`src/rtl/core/nps_pkg.sv`:
```
// Shared types and constants for the nearest point search block.
package nps_pkg;

  localparam int unsigned CoordW = 24;
  localparam int unsigned IdxW   = 10;
  localparam int unsigned DistW  = 50;
  localparam int unsigned SqW    = 2 * CoordW;
  localparam int unsigned SumW   = SqW + 1;

  localparam logic ModeLoad  = 1'b0;
  localparam logic ModeQuery = 1'b1;

  typedef struct packed {
    logic                     mode;
    logic [IdxW-1:0]          entry_index;
    logic                     entry_valid;
    logic signed [CoordW-1:0] pos_x;
    logic signed [CoordW-1:0] pos_y;
  } in_item_t;

  typedef struct packed {
    logic             found;
    logic [IdxW-1:0]  nearest_index;
    logic [DistW-1:0] nearest_dist2;
  } out_item_t;

  // Table word: valid flag and stored point
  typedef struct packed {
    logic                     valid;
    logic signed [CoordW-1:0] x;
    logic signed [CoordW-1:0] y;
  } entry_t;

endpackage

```
`src/rtl/core/nps_dist_unit.sv`:
```
// Two-stage pipelined unit: absolute coordinate differences, then their squares.
module nps_dist_unit #(
  parameter int unsigned AW = 10
) (
  input  logic                             clk_i,
  input  logic                             rst_ni,
  input  logic                             valid_i,
  input  logic [AW-1:0]                    idx_i,
  input  logic signed [nps_pkg::CoordW-1:0] ent_x_i,
  input  logic signed [nps_pkg::CoordW-1:0] ent_y_i,
  input  logic signed [nps_pkg::CoordW-1:0] qry_x_i,
  input  logic signed [nps_pkg::CoordW-1:0] qry_y_i,
  output logic                             valid_o,
  output logic [AW-1:0]                    idx_o,
  output logic [nps_pkg::SqW-1:0]          sq_x_o,
  output logic [nps_pkg::SqW-1:0]          sq_y_o,
  output logic                             busy_o
);
  import nps_pkg::*;

  logic signed [CoordW:0] dx, dy;
  logic [CoordW-1:0]      abs_x_d, abs_y_d;
  logic [CoordW-1:0]      abs_x_q, abs_y_q;
  logic                   v_a_q, v_b_q;
  logic [AW-1:0]          idx_a_q, idx_b_q;
  logic [SqW-1:0]         sq_x_q, sq_y_q;

  always_comb begin
    dx = {ent_x_i[CoordW-1], ent_x_i} - {qry_x_i[CoordW-1], qry_x_i};
    dy = {ent_y_i[CoordW-1], ent_y_i} - {qry_y_i[CoordW-1], qry_y_i};
    // magnitude of a difference never exceeds 2^24-1
    abs_x_d = dx[CoordW] ? CoordW'(-dx) : dx[CoordW-1:0];
    abs_y_d = dy[CoordW] ? CoordW'(-dy) : dy[CoordW-1:0];
  end

  always_ff @(posedge clk_i or negedge rst_ni) begin
    if (!rst_ni) begin
      v_a_q <= 1'b0;
      v_b_q <= 1'b0;
    end else begin
      v_a_q <= valid_i;
      v_b_q <= v_a_q;
    end
  end

  always_ff @(posedge clk_i) begin
    abs_x_q <= abs_x_d;
    abs_y_q <= abs_y_d;
    idx_a_q <= idx_i;
    sq_x_q  <= SqW'(abs_x_q) * SqW'(abs_x_q);
    sq_y_q  <= SqW'(abs_y_q) * SqW'(abs_y_q);
    idx_b_q <= idx_a_q;
  end

  assign valid_o = v_b_q;
  assign idx_o   = idx_b_q;
  assign sq_x_o  = sq_x_q;
  assign sq_y_o  = sq_y_q;
  assign busy_o  = v_a_q | v_b_q;

endmodule

```
`config.mk`:
```
export PLATFORM = sky130hd
export DESIGN_NAME = nps_dist_unit
export DESIGN_NICKNAME = d
export VERILOG_FILES = /design/src/rtl/core/nps_pkg.sv /design/src/rtl/core/nps_dist_unit.sv
export SDC_FILE = /design/constraint.sdc
export NUM_CORES = 2
export LEC_CHECK = 0
export BUFFER_PORTS_ARGS = -buffer_cell sky130_fd_sc_hd__buf_4
export CORE_UTILIZATION = 55
export DETAILED_ROUTE_END_ITERATION = 12
export MAX_ROUTING_LAYER = met4
export PLACE_DENSITY = 0.82
export SYNTH_ARGS = -nofsm -noshare
export SYNTH_HDL_FRONTEND = slang
export SYNTH_SLANG_ARGS = --single-unit
```
`constraint.sdc`:
```
create_clock -name clk_i -period 9.87 [get_ports clk_i]
set_clock_uncertainty 0.1 [all_clocks]
set_input_delay 0.987 -clock clk_i [delete_from_list [all_inputs] [get_ports clk_i]]
set_output_delay 0.987 -clock clk_i [all_outputs]
set_load 0.02 [all_outputs]
```
Yosys cells after proc, flatten, opt, wreduce, memory -nomap -nowiden. Cells that the tools add are included.

Add/subtract/negate cells: 4. $mul: 2. Mux-type cells: 2. Bitwise gates (word level): 1.

Operators with widths (number): 24-bit by 24-bit multiplier with 48-bit output (2); 24-bit by 24-bit subtractor with 25-bit output (2); 24-bit two-way mux (2); 24-bit negation (2); 1-bit bitwise OR (1).

Register bits: 166. Output and inout bits: 108. Logic and storage cells: 17.

Logic depth before layout (Yosys ltp).
Word-level depth: 3. Mapped depth: 28. Mapped depth without buffers: 27.

Least setup slack after synthesis. No wires, ideal clock.

Path kind: reg2reg. Start point: register abs_y_q[2]. End point: register sq_y_q[41] (netlist: sq_y_o[41]). Setup time: 0.086 ns. Arrival time: 7.114 ns. Data required time: 9.684 ns. Slack: 2.570 ns. Stages on the path, launching flop included: 28. Path buffers: 2. Period minus slack after synthesis: 7.300 ns. Cells stage by stage: dfxtp_1 -> clkbuf_1 -> clkbuf_1 -> nand2_1 -> fa_1 -> inv_1 -> fa_1 -> inv_1 -> fa_1 -> inv_1 -> fa_1 -> inv_1 -> fa_1 -> inv_1 -> fa_1 -> inv_1 -> fa_1 -> inv_1 -> ha_1 -> a21o_1 -> nor2_1 -> nand3_1 -> nor3b_1 -> o41ai_1 -> a21oi_1 -> o211ai_1 -> mux2_2 -> a211oi_1.

Word-level cells in the longest chain between the ends: 1.

RTL lines: start: declaration (line nps_dist_unit.sv:23) `logic [CoordW-1:0] abs_x_q, abs_y_q;`; start signal: assignment (line nps_dist_unit.sv:48) `abs_y_q <= abs_y_d;`; 24-bit by 24-bit multiplier with 48-bit output (line nps_dist_unit.sv:51) `sq_y_q <= SqW'(abs_y_q) * SqW'(abs_y_q);`; end signal: assignment (line nps_dist_unit.sv:51); end: declaration (line nps_dist_unit.sv:26) `logic [SqW-1:0] sq_x_q, sq_y_q;`.

No other way between the ends.

Final worst setup path.
Start point: register abs_y_q[2]. End point: register sq_y_q[42] (netlist: sq_y_o[42]).

The elaborated chain is that of the path after synthesis.

==> out/qor.yml <==
synth_seq_area_share_pct: 8.32
post_cts_buffers: 0
syn_to_final_growth_pct: 8.05
cts_tree: "done"
drc_errors: 0
synthTopCellsByArea: "fa_1 43%, ha_1 13%, inv_1 12%"
cts_inserted_buffers: 17
drive_above_1_share_pct: 7.02
gp_congestion: 0.947
fill_cells: 5902
cts_hold_buf: 0
crit_start: "abs_y_q[2]$_DFF_P_"
synth_edf_count: 0
ant_nets: 0
port_buffers: 214
clk_pin_slew_ns: 0.06
top_layer: "met4"
totalWireLength_um: 94300
synth_area_um2: 39600
relSlewSlack_pct: 13.6
endpoint_kind: "flip-flop"
die_h_um: 270
grt_overflow_total: 0
final_util_pct: 59.9
routed_via_density: 5.27
met1_length_um: 40200
io_pins: 217
status: "finished, final reports clean"
htree_levels: 4
hold_viol: 0
wl_met2_um: 42800
dpl_worst_slack_ns: 1.45
post-dp-hpwl_um: 79500
synth_seq_cells: 164
arrival_ns: 8.92
setup_slack_ns: 1.27
design.core.area_um2: 71400
grt_pass1_vias: 30506
cts_root_buffer: "clkbuf_16"
core.rowCount: 98
synth_area_per_cell_um2: 9.09
cts-resized-gates: 0
synthArstFlopShare_pct: 1.22
grt_pass1_wl_um: 156000
rsz0062_at_grt: "false"
drt_iter0_drc: 2045
cap_violations: 0
dr_wl_met3_um: 9050
wl_per_cell_um: 17.2
grt_max_degree: 26
timing.fmax_ghz: 0.116
insertion_delay_ns: 0.51
syn_inst: 4354
slew_viol_final: 0
setup_viol: 0
num_vias: 28799
final.period_utilization_pct: 87.1
die_area_um2: 73100
cts.sinks: 164
cp-start-kind: "flip-flop"
yosysWarnings: 0
synth-main-ff-cell: "dfxtp_1"
yosys.area.top_type: "fa_1"
cp_max_fo: 24
fin_nets: 5859
crit_type: "reg2reg"
reg2reg_from: "abs_y_q[2]$_DFF_P_"
clockBufferDepth: 2
hold_path_class: "in2async"
synth_top_area_share_pct: 42.7
worst_pin_slew_ns: 1.29
required_ns: 10.19
setup_tns_ns: 0
drtPass1Iterations: 5
initial_core_util_pct: 55.5
die_w_um: 270
track_usage_pct: 28.0
synth.distinct_cells: 77
hold_ws_ns: 0.161
antenna_found_initial: 2
period_minus_slack_ns: 8.60
[metrics by stage]
stage	std cells	cell area, um2
global route	5465	42800
floorplan	4355	39600
detailed placement	5433	42200
finish	5467	42800
CTS	5465	42800
global placement	5433	42200
[cell usage in the layout, fill, tap and decap left out, types with 17 or more instances in the layout]
cell       instances
nand2b_1          21
o21bai_1          22
and3_1            19
dfxtp_1          162
buf_4            254
nor2b_1           29
fa_1             845
xor2_1            65
and2_1           239
nor3_1            20
nand3_1           31
nand2_1          378
nor2_1           102
o21ai_0           74
xnor2_1          120
ha_1             403
clkbuf_16         17
a31oi_1           20
a21oi_1          127
inv_1           1277
a21o_1            68
o21a_1            17
[registers in the layout (all words and copies together) (netlist names)]
name and count:
valid_o 1, v_a_q 1, sq_y_o 47, idx_a_q 10, idx_o 10, abs_x_q 24, sq_x_o 47, abs_y_q 24
[critical path, cell delays in order, from the launching register on]
cell,delay (ns)
dfxtp_1,0.92
nand2_1,0.25
fa_1,0.59
inv_1,0.06
fa_1,0.53
inv_1,0.05
fa_1,0.53
inv_1,0.06
fa_1,0.50
inv_1,0.06
fa_1,0.53
inv_1,0.05
fa_1,0.47
inv_1,0.05
fa_1,0.48
inv_1,0.04
ha_1,0.36
o21a_1,0.15
nor2_1,0.04
a21oi_1,0.16
o2111ai_1,0.28
o311ai_0,1.13
o21ai_0,0.32
o21ai_0,0.26
a21oi_1,0.15
o21ai_0,0.24
xor2_1,0.17
[cell type report]
type,instances,area (um2),share of cell area (%)
sequential,164,3290,7.70
timing repair buffer,254,1910,4.46
antenna,2,5.00,0.0117
clock buffer,20,447,1.04
multi-input combinational,2788,31000,72.5
clock inverter,12,121,0.284
inverter,1277,4790,11.2
tap,950,1190,2.78
[cell usage after synthesis, types with 29 or more instances]
| cell | count |
|---|---|
| nand2_1 | 378 |
| xor2_1 | 65 |
| ha_1 | 403 |
| o21ai_0 | 74 |
| inv_1 | 1277 |
| clkbuf_1 | 119 |
| nor2_1 | 102 |
| nand3_1 | 31 |
| a21oi_1 | 127 |
| fa_1 | 845 |
| a21o_1 | 68 |
| dfxtp_1 | 162 |
| and2_1 | 239 |
| xnor2_1 | 120 |
| nor2b_1 | 29 |
[cells by family after synthesis]
logic type                 count (synthesis)  synth area share [%]
AOI/OAI and AO/OA                        425                  6.96
xor gates and xnor gates                 185                  4.09
adders and majority gates               1248                  55.5
buffers and inverters                   1403                  13.3
DFF                                      164                  8.32
muxes                                      9                 0.240
other                                      1               0.00947
and+or+nand+nor                          919                  11.6
[final timing paths]
kind	to	slack (ns)	cells after the start
max	sq_y_o[42]$_DFF_P_	1.27	26
min	valid_o$_DFF_PN0_	0.16	1
max reg2reg	sq_y_o[42]$_DFF_P_	1.27	26
min reg2reg	idx_o[7]$_DFF_P_	0.23	0
max in group asynchronous	v_a_q$_DFF_PN0_	9.42	1
min in group clk_i	idx_o[7]$_DFF_P_	0.23	0
[routing by layer]
layer | vias up | track usage, %
met3 | 148 | 6.26
met4 | 0 | 7.57
li1 | 13238 | -
met1 | 14306 | 38.0
met2 | 1107 | 42.4
met5 | - | -
Power is left out: the tool's default activity adds up to more than one toggle a clock period on the data nets, which glitch-free logic cannot reach.
